**config.mk**
```make
export PLATFORM = sky130hd
export DESIGN_NAME = priority_active_expired_ready_queue_core
export DESIGN_NICKNAME = d
export VERILOG_FILES = /design/src/rtl/core/paerq_pkg.sv /design/src/rtl/core/paerq_ram.sv /design/src/rtl/core/paerq_ctrl.sv /design/src/rtl/core/paerq_dp.sv /design/src/rtl/core/priority_active_expired_ready_queue_core.sv
export SDC_FILE = /design/constraint.sdc
export NUM_CORES = 1
export LEC_CHECK = 0
export ABC_AREA = 1
export BUFFER_PORTS_ARGS = -buffer_cell sky130_fd_sc_hd__buf_2
export CAP_MARGIN = 10
export CORE_MARGIN = 2
export CORE_UTILIZATION = 35
export DETAILED_ROUTE_END_ITERATION = 7
export SETUP_SLACK_MARGIN = 0.4
export SYNTH_ARGS = -nofsm -noshare
export SYNTH_HDL_FRONTEND = slang
export SYNTH_SLANG_ARGS = --single-unit
```
**constraint.sdc**
```tcl
create_clock -name clk -period 5.2 [get_ports clk]
set_input_delay 1.04 -clock clk [delete_from_list [all_inputs] [get_ports clk]]
set_output_delay 1.04 -clock clk [all_outputs]
set_load 0.05 [all_outputs]
```
**src/rtl/core/paerq_pkg.sv**
```systemverilog
package paerq_pkg;

    localparam int MAX_LEVELS_DEF   = 4;
    localparam int QUEUE_DEPTH_DEF  = 16;
    localparam int TASK_ID_BITS_DEF = 8;

    // Effective level count is at most 7, since levels_in_use is three bits, so five bits cover it
    localparam int EFF_W = 5;

    localparam logic [2:0] LEVELS_RESET = 3'd4;

    localparam logic        REQ_ADD  = 1'b0;
    localparam logic        REQ_TAKE = 1'b1;

    localparam logic [2:0]  DYN_EXHAUSTED = 3'b111;

    localparam logic [1:0]  STATUS_DONE  = 2'd0;
    localparam logic [1:0]  STATUS_EMPTY = 2'd1;
    localparam logic [1:0]  STATUS_FULL  = 2'd2;
    localparam logic [1:0]  STATUS_RANGE = 2'd3;

    typedef struct packed {
        logic issue_add;
        logic issue_take;
        logic load_grant;
    } paerq_cmd_t;

endpackage

```
**src/rtl/core/paerq_ram.sv**
```systemverilog
module paerq_ram #(
    parameter int WIDTH = 8,
    parameter int DEPTH = 128
) (
    input  logic                     clk,
    input  logic                     we,
    input  logic [$clog2(DEPTH)-1:0] waddr,
    input  logic [WIDTH-1:0]         wdata,
    input  logic                     re,
    input  logic [$clog2(DEPTH)-1:0] raddr,
    output logic [WIDTH-1:0]         rdata
);

    logic [WIDTH-1:0] mem [DEPTH];

    always_ff @(posedge clk)
    begin
        if (we)
        begin
            mem[waddr] <= wdata;
        end
        if (re)
        begin
            rdata <= mem[raddr];
        end
    end

endmodule

```
**src/rtl/core/paerq_ctrl.sv**
```systemverilog
module paerq_ctrl
    import paerq_pkg::*;
(
    input  logic       clk,
    input  logic       rst_n,
    input  logic       in_valid,
    output logic       in_ready,
    input  logic       req_type,
    output logic       out_valid,
    input  logic       out_ready,
    output paerq_cmd_t cmd
);

    typedef enum logic {
        ST_IDLE,
        ST_READ
    } state_t;

    state_t state_reg;
    state_t state_next;
    logic   out_valid_reg;
    logic   out_valid_next;
    logic   accept;

    // Take a request only when the result slot is free or draining now
    assign in_ready = (state_reg == ST_IDLE) && (!out_valid_reg || out_ready);
    assign accept   = in_valid && in_ready;

    always_comb
    begin
        cmd.issue_add  = accept && (req_type == REQ_ADD);
        cmd.issue_take = accept && (req_type == REQ_TAKE);
        cmd.load_grant = (state_reg == ST_READ);
    end

    always_comb
    begin
        state_next     = state_reg;
        out_valid_next = out_valid_reg;
        if (out_ready)
        begin
            out_valid_next = 1'b0;
        end
        case (state_reg)
            ST_IDLE:
            begin
                if (cmd.issue_add)
                begin
                    out_valid_next = 1'b1;
                end
                if (cmd.issue_take)
                begin
                    state_next = ST_READ;
                end
            end
            ST_READ:
            begin
                out_valid_next = 1'b1;
                state_next     = ST_IDLE;
            end
            default:
            begin
                state_next = ST_IDLE;
            end
        endcase
    end

    always_ff @(posedge clk or negedge rst_n)
    begin
        if (!rst_n)
        begin
            state_reg     <= ST_IDLE;
            out_valid_reg <= 1'b0;
        end
        else
        begin
            state_reg     <= state_next;
            out_valid_reg <= out_valid_next;
        end
    end

    assign out_valid = out_valid_reg;

endmodule

```
**src/rtl/core/paerq_dp.sv**
```systemverilog
module paerq_dp
    import paerq_pkg::*;
#(
    parameter int MAX_LEVELS   = MAX_LEVELS_DEF,
    parameter int QUEUE_DEPTH  = QUEUE_DEPTH_DEF,
    parameter int TASK_ID_BITS = TASK_ID_BITS_DEF
) (
    input  logic                    clk,
    input  logic                    rst_n,
    input  paerq_cmd_t              cmd,
    input  logic [TASK_ID_BITS-1:0] task_id,
    input  logic signed [2:0]       dynamic_level,
    input  logic [2:0]              static_level,
    input  logic                    cfg_valid,
    output logic                    cfg_ready,
    input  logic [2:0]              levels_in_use,
    output logic [1:0]              status,
    output logic [TASK_ID_BITS-1:0] out_task_id,
    output logic [1:0]              out_level,
    output logic                    went_expired,
    output logic                    banks_swapped
);

    localparam int NF    = 2 * MAX_LEVELS;
    localparam int QW    = $clog2(NF);
    localparam int LVL_W = (MAX_LEVELS > 1) ? $clog2(MAX_LEVELS) : 1;
    localparam int HW    = $clog2(QUEUE_DEPTH);
    localparam int CW    = $clog2(QUEUE_DEPTH + 1);
    localparam int SW    = $clog2(2 * QUEUE_DEPTH);
    localparam int DEPTH = NF * QUEUE_DEPTH;
    localparam int AW    = $clog2(DEPTH);

    logic [HW-1:0]           head_reg [NF];
    logic [CW-1:0]           count_reg [NF];
    logic                    active_reg;
    logic [2:0]              levels_reg;

    logic [1:0]              status_reg;
    logic [TASK_ID_BITS-1:0] id_reg;
    logic [1:0]              level_reg;
    logic                    expired_reg;
    logic                    swapped_reg;
    logic                    got_reg;

    logic [EFF_W-1:0]        eff;
    logic [QW-1:0]           base_act;
    logic [QW-1:0]           base_oth;
    logic                    found_a;
    logic                    found_b;
    logic [LVL_W-1:0]        lvl_a;
    logic [LVL_W-1:0]        lvl_b;

    logic                    add_exh;
    logic [3:0]              add_lvl_s;
    logic                    add_bank;
    logic                    add_in_range;
    logic [LVL_W-1:0]        add_lvl;
    logic [QW-1:0]           add_q;
    logic                    add_full;
    logic [SW-1:0]           tail_sum;
    logic [SW-1:0]           tail_slot;
    logic                    add_we;
    logic [AW-1:0]           waddr;

    logic                    take_swap;
    logic                    take_got;
    logic                    take_bank;
    logic [LVL_W-1:0]        take_lvl;
    logic [QW-1:0]           take_q;
    logic [HW-1:0]           head_adv;
    logic [AW-1:0]           raddr;
    logic [TASK_ID_BITS-1:0] rdata;

    assign cfg_ready = 1'b1;

    always_comb
    begin
        if (EFF_W'(levels_reg) > EFF_W'(MAX_LEVELS))
        begin
            eff = EFF_W'(MAX_LEVELS);
        end
        else
        begin
            eff = EFF_W'(levels_reg);
        end
    end

    // Highest non-empty level in use, for each bank
    always_comb
    begin
        base_act = active_reg ? QW'(MAX_LEVELS) : '0;
        base_oth = active_reg ? '0 : QW'(MAX_LEVELS);
        found_a  = 1'b0;
        found_b  = 1'b0;
        lvl_a    = '0;
        lvl_b    = '0;
        for (int i = 0; i < MAX_LEVELS; i++)
        begin
            if (EFF_W'(i) < eff)
            begin
                if (count_reg[base_act + QW'(i)] != '0)
                begin
                    found_a = 1'b1;
                    lvl_a   = LVL_W'(i);
                end
                if (count_reg[base_oth + QW'(i)] != '0)
                begin
                    found_b = 1'b1;
                    lvl_b   = LVL_W'(i);
                end
            end
        end
    end

    // Add: pick bank and level, append at the tail
    always_comb
    begin
        add_exh      = (dynamic_level == DYN_EXHAUSTED);
        add_lvl_s    = add_exh ? ({1'b0, static_level} - 4'd1)
                               : {dynamic_level[2], dynamic_level};
        add_bank     = add_exh ? ~active_reg : active_reg;
        add_in_range = !add_lvl_s[3] && (EFF_W'(add_lvl_s[2:0]) < eff);
        add_lvl      = LVL_W'(add_lvl_s[2:0]);
        add_q        = (add_bank ? QW'(MAX_LEVELS) : QW'(0)) + QW'(add_lvl);
        add_full     = (count_reg[add_q] == CW'(QUEUE_DEPTH));
        tail_sum     = SW'(head_reg[add_q]) + SW'(count_reg[add_q]);
        if (tail_sum >= SW'(QUEUE_DEPTH))
        begin
            tail_slot = tail_sum - SW'(QUEUE_DEPTH);
        end
        else
        begin
            tail_slot = tail_sum;
        end
        add_we = cmd.issue_add && add_in_range && !add_full;
        waddr  = AW'(add_q) * AW'(QUEUE_DEPTH) + AW'(tail_slot);
    end

    // Take: active bank first, else swap and use the other bank
    always_comb
    begin
        take_swap = !found_a;
        take_got  = found_a || found_b;
        take_bank = found_a ? active_reg : ~active_reg;
        take_lvl  = found_a ? lvl_a : lvl_b;
        take_q    = (take_bank ? QW'(MAX_LEVELS) : QW'(0)) + QW'(take_lvl);
        if (head_reg[take_q] == HW'(QUEUE_DEPTH - 1))
        begin
            head_adv = '0;
        end
        else
        begin
            head_adv = head_reg[take_q] + HW'(1);
        end
        raddr = AW'(take_q) * AW'(QUEUE_DEPTH) + AW'(head_reg[take_q]);
    end

    always_ff @(posedge clk or negedge rst_n)
    begin
        if (!rst_n)
        begin
            for (int i = 0; i < NF; i++)
            begin
                head_reg[i]  <= '0;
                count_reg[i] <= '0;
            end
            active_reg <= 1'b0;
            levels_reg <= LEVELS_RESET;
        end
        else
        begin
            if (add_we)
            begin
                count_reg[add_q] <= count_reg[add_q] + CW'(1);
            end
            if (cmd.issue_take && take_got)
            begin
                head_reg[take_q]  <= head_adv;
                count_reg[take_q] <= count_reg[take_q] - CW'(1);
            end
            if (cmd.issue_take && take_swap)
            begin
                active_reg <= ~active_reg;
            end
            if (cfg_valid)
            begin
                levels_reg <= levels_in_use;
            end
        end
    end

    always_ff @(posedge clk)
    begin
        if (cmd.issue_add)
        begin
            if (!add_in_range)
            begin
                status_reg <= STATUS_RANGE;
            end
            else if (add_full)
            begin
                status_reg <= STATUS_FULL;
            end
            else
            begin
                status_reg <= STATUS_DONE;
            end
            id_reg      <= task_id;
            level_reg   <= add_in_range ? 2'(add_lvl) : 2'd0;
            expired_reg <= add_in_range && !add_full && add_exh;
            swapped_reg <= 1'b0;
        end
        if (cmd.issue_take)
        begin
            status_reg  <= take_got ? STATUS_DONE : STATUS_EMPTY;
            level_reg   <= take_got ? 2'(take_lvl) : 2'd0;
            expired_reg <= 1'b0;
            swapped_reg <= take_swap;
            got_reg     <= take_got;
        end
        if (cmd.load_grant)
        begin
            id_reg <= got_reg ? rdata : '0;
        end
    end

    paerq_ram #(
        .WIDTH (TASK_ID_BITS),
        .DEPTH (DEPTH)
    ) u_store (
        .clk   (clk),
        .we    (add_we),
        .waddr (waddr),
        .wdata (task_id),
        .re    (cmd.issue_take),
        .raddr (raddr),
        .rdata (rdata)
    );

    assign status        = status_reg;
    assign out_task_id   = id_reg;
    assign out_level     = level_reg;
    assign went_expired  = expired_reg;
    assign banks_swapped = swapped_reg;

endmodule

```
**src/rtl/core/priority_active_expired_ready_queue_core.sv**
```systemverilog
// Two-bank (active / expired) multilevel ready queue.
// Request channel in_valid/in_ready carries req_type, task_id, dynamic_level
// and static_level. An add appends the task to one FIFO; a take pops the
// head of the highest non-empty level of the active bank, swapping banks
// when the active bank has nothing in the levels in use.
// Result channel out_valid/out_ready returns exactly one result per request:
// status, out_task_id, out_level, went_expired, banks_swapped.
// Config channel cfg_valid/cfg_ready writes levels_in_use; write it only
// while no request is outstanding.
// An add result is registered and valid in the cycle after acceptance; a take
// result goes through the READ state first, since the task id comes out of the
// registered read of the task store RAM. Adds can be taken every cycle while
// out_ready is high; none is taken in READ. One request is in flight at a time.
// A result waits in the output register while out_ready is low; the next
// request is taken in the same cycle the waiting result is taken.
// Reset empties every FIFO, makes bank zero active and sets levels_in_use
// to 4. The task store itself is not cleared and no clearing pass runs.
module priority_active_expired_ready_queue_core
    import paerq_pkg::*;
#(
    parameter int MAX_LEVELS   = MAX_LEVELS_DEF,
    parameter int QUEUE_DEPTH  = QUEUE_DEPTH_DEF,
    parameter int TASK_ID_BITS = TASK_ID_BITS_DEF
) (
    input  logic                    clk,
    input  logic                    rst_n,
    input  logic                    in_valid,
    output logic                    in_ready,
    input  logic                    req_type,
    input  logic [TASK_ID_BITS-1:0] task_id,
    input  logic signed [2:0]       dynamic_level,
    input  logic [2:0]              static_level,
    output logic                    out_valid,
    input  logic                    out_ready,
    output logic [1:0]              status,
    output logic [TASK_ID_BITS-1:0] out_task_id,
    output logic [1:0]              out_level,
    output logic                    went_expired,
    output logic                    banks_swapped,
    input  logic                    cfg_valid,
    output logic                    cfg_ready,
    input  logic [2:0]              levels_in_use
);

    paerq_cmd_t cmd;

    paerq_ctrl u_ctrl (
        .clk       (clk),
        .rst_n     (rst_n),
        .in_valid  (in_valid),
        .in_ready  (in_ready),
        .req_type  (req_type),
        .out_valid (out_valid),
        .out_ready (out_ready),
        .cmd       (cmd)
    );

    paerq_dp #(
        .MAX_LEVELS   (MAX_LEVELS),
        .QUEUE_DEPTH  (QUEUE_DEPTH),
        .TASK_ID_BITS (TASK_ID_BITS)
    ) u_dp (
        .clk           (clk),
        .rst_n         (rst_n),
        .cmd           (cmd),
        .task_id       (task_id),
        .dynamic_level (dynamic_level),
        .static_level  (static_level),
        .cfg_valid     (cfg_valid),
        .cfg_ready     (cfg_ready),
        .levels_in_use (levels_in_use),
        .status        (status),
        .out_task_id   (out_task_id),
        .out_level     (out_level),
        .went_expired  (went_expired),
        .banks_swapped (banks_swapped)
    );

endmodule

```
# After elaboration in Yosys (flattened, before gate mapping)

Memories as Yosys holds them, arrays and structs flattened. A register that Yosys moved wholly into a read port is not among the register bits.
Index checks and enable logic that the tools add are counted.

Logic and storage cells: 215
Output and inout port bits: 17
RAM bits: 1024
Memories kept: 1
Input bits: 23
Flip-flop bits (word level): 93

$lt $le $gt $ge: 19
Equality and inequality tests: 4
$add $sub $neg: 16
Mux-type cells: 107
Reduce and logical (&&, ||, !) cells: 29
Bitwise logic cells: 13

Memory list:

| name             | depth | width | rd ports | clocked after Yosys merged registers in | wr ports | RTL line        | source |
|---|---|---|---|---|---|---|---|
| u_dp.u_store.mem | 128   | 8     | 1        | 1                                       | 1        | paerq_ram.sv:14 | `logic [WIDTH-1:0] mem [DEPTH];` |

Operators with widths:

| kind                | count |
|---|---|
| $bmux 5 s3          | 10 |
| $mux 5              | 23 |
| $bwmux 40           | 2 |
| $mux 40             | 2 |
| $ge 4x4->1 const B  | 10 |
| $not 3->4           | 10 |
| $reduce_bool 5->1   | 8 |
| $mux 2              | 19 |
| $bwmux 32           | 1 |
| $demux 5 s3         | 2 |
| $mux 1              | 28 |
| $mux 4              | 7 |
| $bmux 4 s3          | 2 |
| $mux 8              | 3 |
| $mux 3              | 5 |
| $logic_and 1x1->1   | 13 |
| $add 3x2->3 const B | 4 |
| $demux 4 s3         | 1 |
| $lt 4x1->1 const B  | 2 |
| $add 7x4->7         | 1 |
| $add 7x5->7         | 1 |
| $add 3x1->3 const B | 2 |
| $add 3x2->3         | 2 |
| $lt 1x3->1 const A  | 2 |
| other kinds (19)    | 28 |

# Longest topological paths before layout

Word-level depth: 24
Depth in mapped cells: 25
Mapped depth without buffers: 23

# By module

From an unflattened synthesis, not the netlist that was laid out.

Cell total of the unflattened synthesis: 4513
Area, all modules: 48602.9 um^2

Modules (own cells, without submodules):

| module     | sequential area each (um^2) | area an instance (um^2) | cells each | times used |
|---|---|---|---|---|
| paerq_ram  | 30989.7                     | 42184.2                 | 3575       | 1 |
| paerq_dp   | 2343.5                      | 6306.0                  | 924        | 1 |
| paerq_ctrl | 50.0                        | 112.6                   | 14         | 1 |

# Least setup slack after synthesis

No wires, ideal clock.

Path kind: in2reg
Start point: input static_level[0]
End point: memory u_dp.u_store.mem[100][0] (enable)
Stages: 17
Arrival time: 4.250 ns
Path slack: 0.580 ns
Data required time: 4.830 ns
Setup time: 0.370 ns
Buffers on the path: 1
Path through: inv_1 ha_1 nand2_1 nand2_2 nand3_1 inv_1 a22oi_1 nand4_2 inv_1 ha_1 inv_1 fa_1 inv_1 nor2_1 nand2_1 buf_2 nor2_1

Cells in the longest elaborated chain, start to end: 12
Elaborated cells between the ends (all ways): 24
Those cells by class: add/sub: 5; order compare: 2; eq/ne: 1; mux: 10; bitwise: 1; reduce/logical: 5

Ends and longest elaborated chain:

| element                                                              | RTL line                                       | source |
|---|---|---|
| from (decl)                                                          | priority_active_expired_ready_queue_core.sv:32 | `input logic [2:0] static_level,` |
| $sub 3x1->4 (*)                                                      | paerq_dp.sv:119                                | `add_lvl_s = add_exh ? ({1'b0, static_level} - 4'd1)` |
| $mux 4 (*)                                                           | paerq_dp.sv:119                                |  |
| parallel branches: the longest is 10 deep, another holds $add 7x5->7 | n/a                                            |  |
| to (decl)                                                            | paerq_ram.sv:14                                |  |

Every way passes the cells marked *. The select of a mux whose other input is x is not followed.

# Final worst setup path

Start point: register u_dp.levels_reg[2]
End point: register u_dp.u_store.rdata[7] (read register of u_dp.u_store.mem) (data pin)

Cells in the longest elaborated chain, start to end: 18
Elaborated cells between the ends (all ways): 32
Those cells by class: add/sub: 2; order compare: 5; mux: 24; bitwise: 1

Ends and longest elaborated chain:

| element                                   | RTL line        | source |
|---|---|---|
| from (decl)                               | paerq_dp.sv:36  | `logic [2:0] levels_reg;` |
| from (signal assigned)                    | paerq_dp.sv:187 | `levels_reg <= levels_in_use;` |
| $gt 3x3->1                                | paerq_dp.sv:78  | `if (EFF_W'(levels_reg) > EFF_W'(MAX_LEVELS))` |
| $mux 3 (*)                                | paerq_dp.sv:78  |  |
| $lt 1x3->1                                | paerq_dp.sv:99  | `if (EFF_W'(i) < eff)` |
| $mux 1                                    | paerq_dp.sv:99  |  |
| $mux 1                                    | paerq_dp.sv:101 | `if (count_reg[base_act + QW'(i)] != '0)` |
| $mux 1                                    | paerq_dp.sv:99  |  |
| $mux 1                                    | paerq_dp.sv:101 |  |
| $mux 1                                    | paerq_dp.sv:99  |  |
| $mux 1                                    | paerq_dp.sv:101 |  |
| $mux 1                                    | paerq_dp.sv:99  |  |
| $mux 1                                    | paerq_dp.sv:144 | `take_bank = found_a ? active_reg : ~active_reg;` |
| $mux 3                                    | paerq_dp.sv:146 | `take_q = (take_bank ? QW'(MAX_LEVELS) : QW'(0)) + QW'(take_lvl);` |
| $add 3x2->3 (*)                           | paerq_dp.sv:146 |  |
| $not 3->4 (implied by the code)           | paerq_dp.sv:155 | `raddr = AW'(take_q) * AW'(QUEUE_DEPTH) + AW'(head_reg[take_q]);` |
| $bmux 4 s3                                | paerq_dp.sv:155 |  |
| $mux 4 (implied by the code) (2 in a row) | paerq_dp.sv:155 |  |
| $add 7x4->7 (*)                           | paerq_dp.sv:155 |  |
| to (decl)                                 | paerq_ram.sv:11 | `output logic [WIDTH-1:0] rdata` |

Every way passes the cells marked *; elsewhere a longest branch is shown, timed or not. The select of a mux whose other input is x is not followed.
A chain may end at the register's enable or synchronous reset.

==> metrics.md <==
| Metric | Value |
|---|---|
| ANT nets after route | `0` |
| CTS H-tree lvls | `3` |
| Post-route cell area | `58,190 sq um` |
| CP most frequent cell | `nand3_1` |
| Core area | `143,800 sq um` |
| Top post-synthesis cells by area | `edfxtp_1 62%, nand2_1 10%, nand3_1 8.6%` |
| Crit path capture type | `flop` |
| Most frequent cell after synthesis | `nand2_1` |
| Hold Path Class | `primary input to async pin` |
| Mapped Area | `50,790 sq um` |
| Synth warn | `0` |
| Total CTS buffers | `116` |
| Area share of the largest cell type after synthesis | `61.84%` |
| Worst R2R End | `u_dp.u_store.rdata[7]` |
| Synth unique cells | `50` |
| Max_cap viols | `0` |
| Area Overhead vs Synth | `14.57%` |
| Clk_lat worst skew | `710 ps` |
| Post-synth EDFFs | `1,046` |
| CP max stage delay | `570 ps` |
| Async set or reset register ratio after synthesis | `6.933%` |
| Most used DFF post-synth | `edfxtp_1` |
| Initial antenna violation count | `2` |
| Final period util | `86.66%` |
| Synthesized flop and latch total | `1,125` |
| Initial drt markers | `4,007` |
| CTS Buffer Depth | `3` |
| Number of hold violations in the final report | `0` |
| R2R cell count | `22` |
| Worst VDD drop | `725.5 uV` |
| Post-synthesis sequential area ratio | `65.72%` |
| Critical-path maximum fanout | `53` |
| Critical path required time | `5620 ps` |
| Final min period | `4507 ps` |
| First-pass GRT wire length | `211,300 um` |
| RR Startpoint | `u_dp.levels_reg[2]` |
| Total global-route track usage | `18.88%` |
| Share of cells above drive strength 1 | `9.994%` |
| CP Data Arrival Time | `4930 ps` |
| Crit Path Class | `flop to flop` |
| Initial core utilization | `35.31%` |
| # DRC | `0` |
| CTS clk-pin slew, worst paths | `70 ps` |
| Pins Over Slew Limit | `0` |
| Status | `complete, no violations` |
| Tot Pwr | `37.45 mW` |
| CP Launch Type | `flop` |
| Clock sink count | `1,125` |
| Pre-antenna DRT Iters | `6` |
| Syn_nets | `5,106` |
| Avg Vias per Cell | `4.974` |
| Synth cell count leaders | `1,349 x nand2_1, 1,046 x edfxtp_1, 874 x nand3_1` |
| Routability cong. | `0.9274` |
| FF-to-FF setup slack | `690 ps` |
| Vias in the first global route | `34,770` |
| DP Wirelength | `88,920 um` |
| Final setup fails | `0` |
| Vert. Die Dim | `384.9 um` |
| RSZ-0062 raised after global routing | `false` |
| IO Port Bufs | `38` |
| Fill count | `13,880` |
| I/O pin count | `40` |
| Fin cells | `7,228` |
| Nets@finish | `5,260` |
| Worst slack, placed | `195.8 ps` |
| Wire per inst | `19.57 um` |
| Crit path launch | `u_dp.levels_reg[2]` |
| CTS tree | `done` |
| Fin Setup TNS | `0 ps` |
| Max FFs per register | `1,024` |
| Leading area contributor after synthesis | `edfxtp_1` |
| Largest net degree at the start of global routing | `97` |
| Root Driver | `clkbuf_16` |
| Dpl cells | `7,009` |
| Post-CTS Setup Bufs | `0` |
| Die area | `148,200 sq um` |
| Pwr/cell area | `643.6 nW/um^2` |
| Vias | `35,950` |
| # rows | `139` |
| Synth Instances | `5,070` |
| Grt ovf | `0` |
| Slew @ Worst Pin | `1013 ps` |
| Top Family by Delay on Critical Path | `simple AND/OR/NAND/NOR gates` |
| Cell Area, Placed | `54,420 sq um` |
| CP bufs+invs | `7` |
| Worst setup margin | `693.5 ps` |
| Die X | `384.9 um` |
| Leak Pwr | `24.17 nW` |
| Relative slew slack | `32.47%` |
| Setup Skew | `43.91 ps` |
| CP cell instances | `inv_1 -> o21ai_1 -> nand3_1 -> nand2_2 -> nor2_4 -> nand2_2 -> nand2_4 -> inv_6 -> nand2_1 -> nand3_1 -> nand4_1 -> buf_12 -> inv_4 -> buf_12 -> buf_12 -> nand3_1 -> nand3_1 -> nand3_1 -> nand3_1 -> nand2_1 -> inv_1 -> nand2_1` |
| Wire length after detailed routing | `141,400 um` |
| Crit-path slowest cell | `dfstp_2` |
| Mapped Avg Cell Area | `10.02 sq um` |
| Fmax | `0.2219 GHz` |
[metal layers]
metal  share of wire (%)  track usage (%)
met5                   0                0
met4                 3.4            6.937
met3                 7.0            2.586
met2                  47            30.66
met1                  43            25.77
[worst register-to-register path: cells and delay by family, from the launching register on]
family / cells / cell delay [ps]
AO/OA/AOI/OAI: 1 / 200
buffers and inverters: 7 / 1580
AND/OR/NAND/NOR: 14 / 1920
flip-flops: 1 / 570
[final cells by class]
type	count	area [sq um]	area share, %
Tap cell	1903	2381	4.092
Multi-Input combinational cell	2810	12850	22.08
Sequential cell	1125	33380	57.37
Clock inverter	84	753.2	1.294
Timing Repair Buffer	286	2480	4.262
Inverter	885	3332	5.726
Antenna cell	2	5.005	0.008600
Clock buffer	133	3009	5.171
[where the power goes]
part	switching [mW]	leakage, nW	internal, mW	total [mW]
clock	3.50	1.83	4.70	8.19
combinational	13.2	12.0	5.46	18.6
sequential	0.379	10.4	10.3	10.6
total	17.0	24.2	20.4	37.5
[timing repair]
action / 4_1_cts / 5_1_grt
hold buffers: 0 / 0
setup endpoints to repair: 0 / 80
gates resized for setup: 0 / 3
[worst max path at each step]
stage	to	cells past startpoint	slack [ps]
after detailed placement	u_dp.u_store.mem[23][4]	21	200
final	u_dp.u_store.rdata[7]	22	690
after global routing	u_dp.u_store.rdata[7]	22	510
after floorplan	u_dp.u_store.mem[100][0]	17	580
after CTS	u_dp.u_store.rdata[7]	22	560
after global placement	u_dp.u_store.mem[119][7]	22	230
[placed cells by master (no fill, tap or decap), types with 5 or more instances in the layout]
| cell | n |
|---|---|
| clkinv_1 | 39 |
| buf_12 | 30 |
| inv_2 | 22 |
| o22ai_1 | 25 |
| clkinvlp_4 | 6 |
| nand4_1 | 20 |
| nand2_1 | 1349 |
| o211ai_1 | 84 |
| clkbuf_1 | 15 |
| buf_4 | 219 |
| or2_2 | 5 |
| inv_6 | 7 |
| clkinv_2 | 18 |
| nor2_1 | 207 |
| buf_6 | 8 |
| bufinv_16 | 11 |
| ha_1 | 12 |
| edfxtp_1 | 1046 |
| nor2_2 | 5 |
| nor3_1 | 5 |
| nand2_2 | 7 |
| nand3_2 | 8 |
| a21oi_1 | 51 |
| inv_1 | 858 |
| o21ai_1 | 40 |
| nor2_4 | 12 |
| nand3_1 | 873 |
| buf_2 | 29 |
| clkbuf_16 | 118 |
| o21ai_0 | 60 |
| dfrtp_1 | 76 |
[logic make-up (layout without fill, tap and decap cells)]
family | after synthesis | after routing | synth area share (%)
other | 2 | 4 | 0.01479
adders and majority gates | 13 | 13 | 0.3350
AOI/OAI and AO/OA | 278 | 278 | 3.335
DFF | 1125 | 1125 | 65.72
xor gates and xnor gates | 12 | 12 | 0.2660
buffers and inverters | 1135 | 1388 | 9.060
and+or+nand+nor | 2505 | 2505 | 21.26
[per-stage QoR]
| step | hold slack, ps | utilization, % |
|---|---|---|
| finish | 281.1 | 40.46 |
| global route | 298.7 | 40.46 |
| CTS | 257.9 | 40.45 |
| detailed placement | 459.1 | 37.83 |
| global placement | 462.1 | 37.83 |
| floorplan | 453.0 | - |
Note: power is estimated with default switching activity, not from simulation.
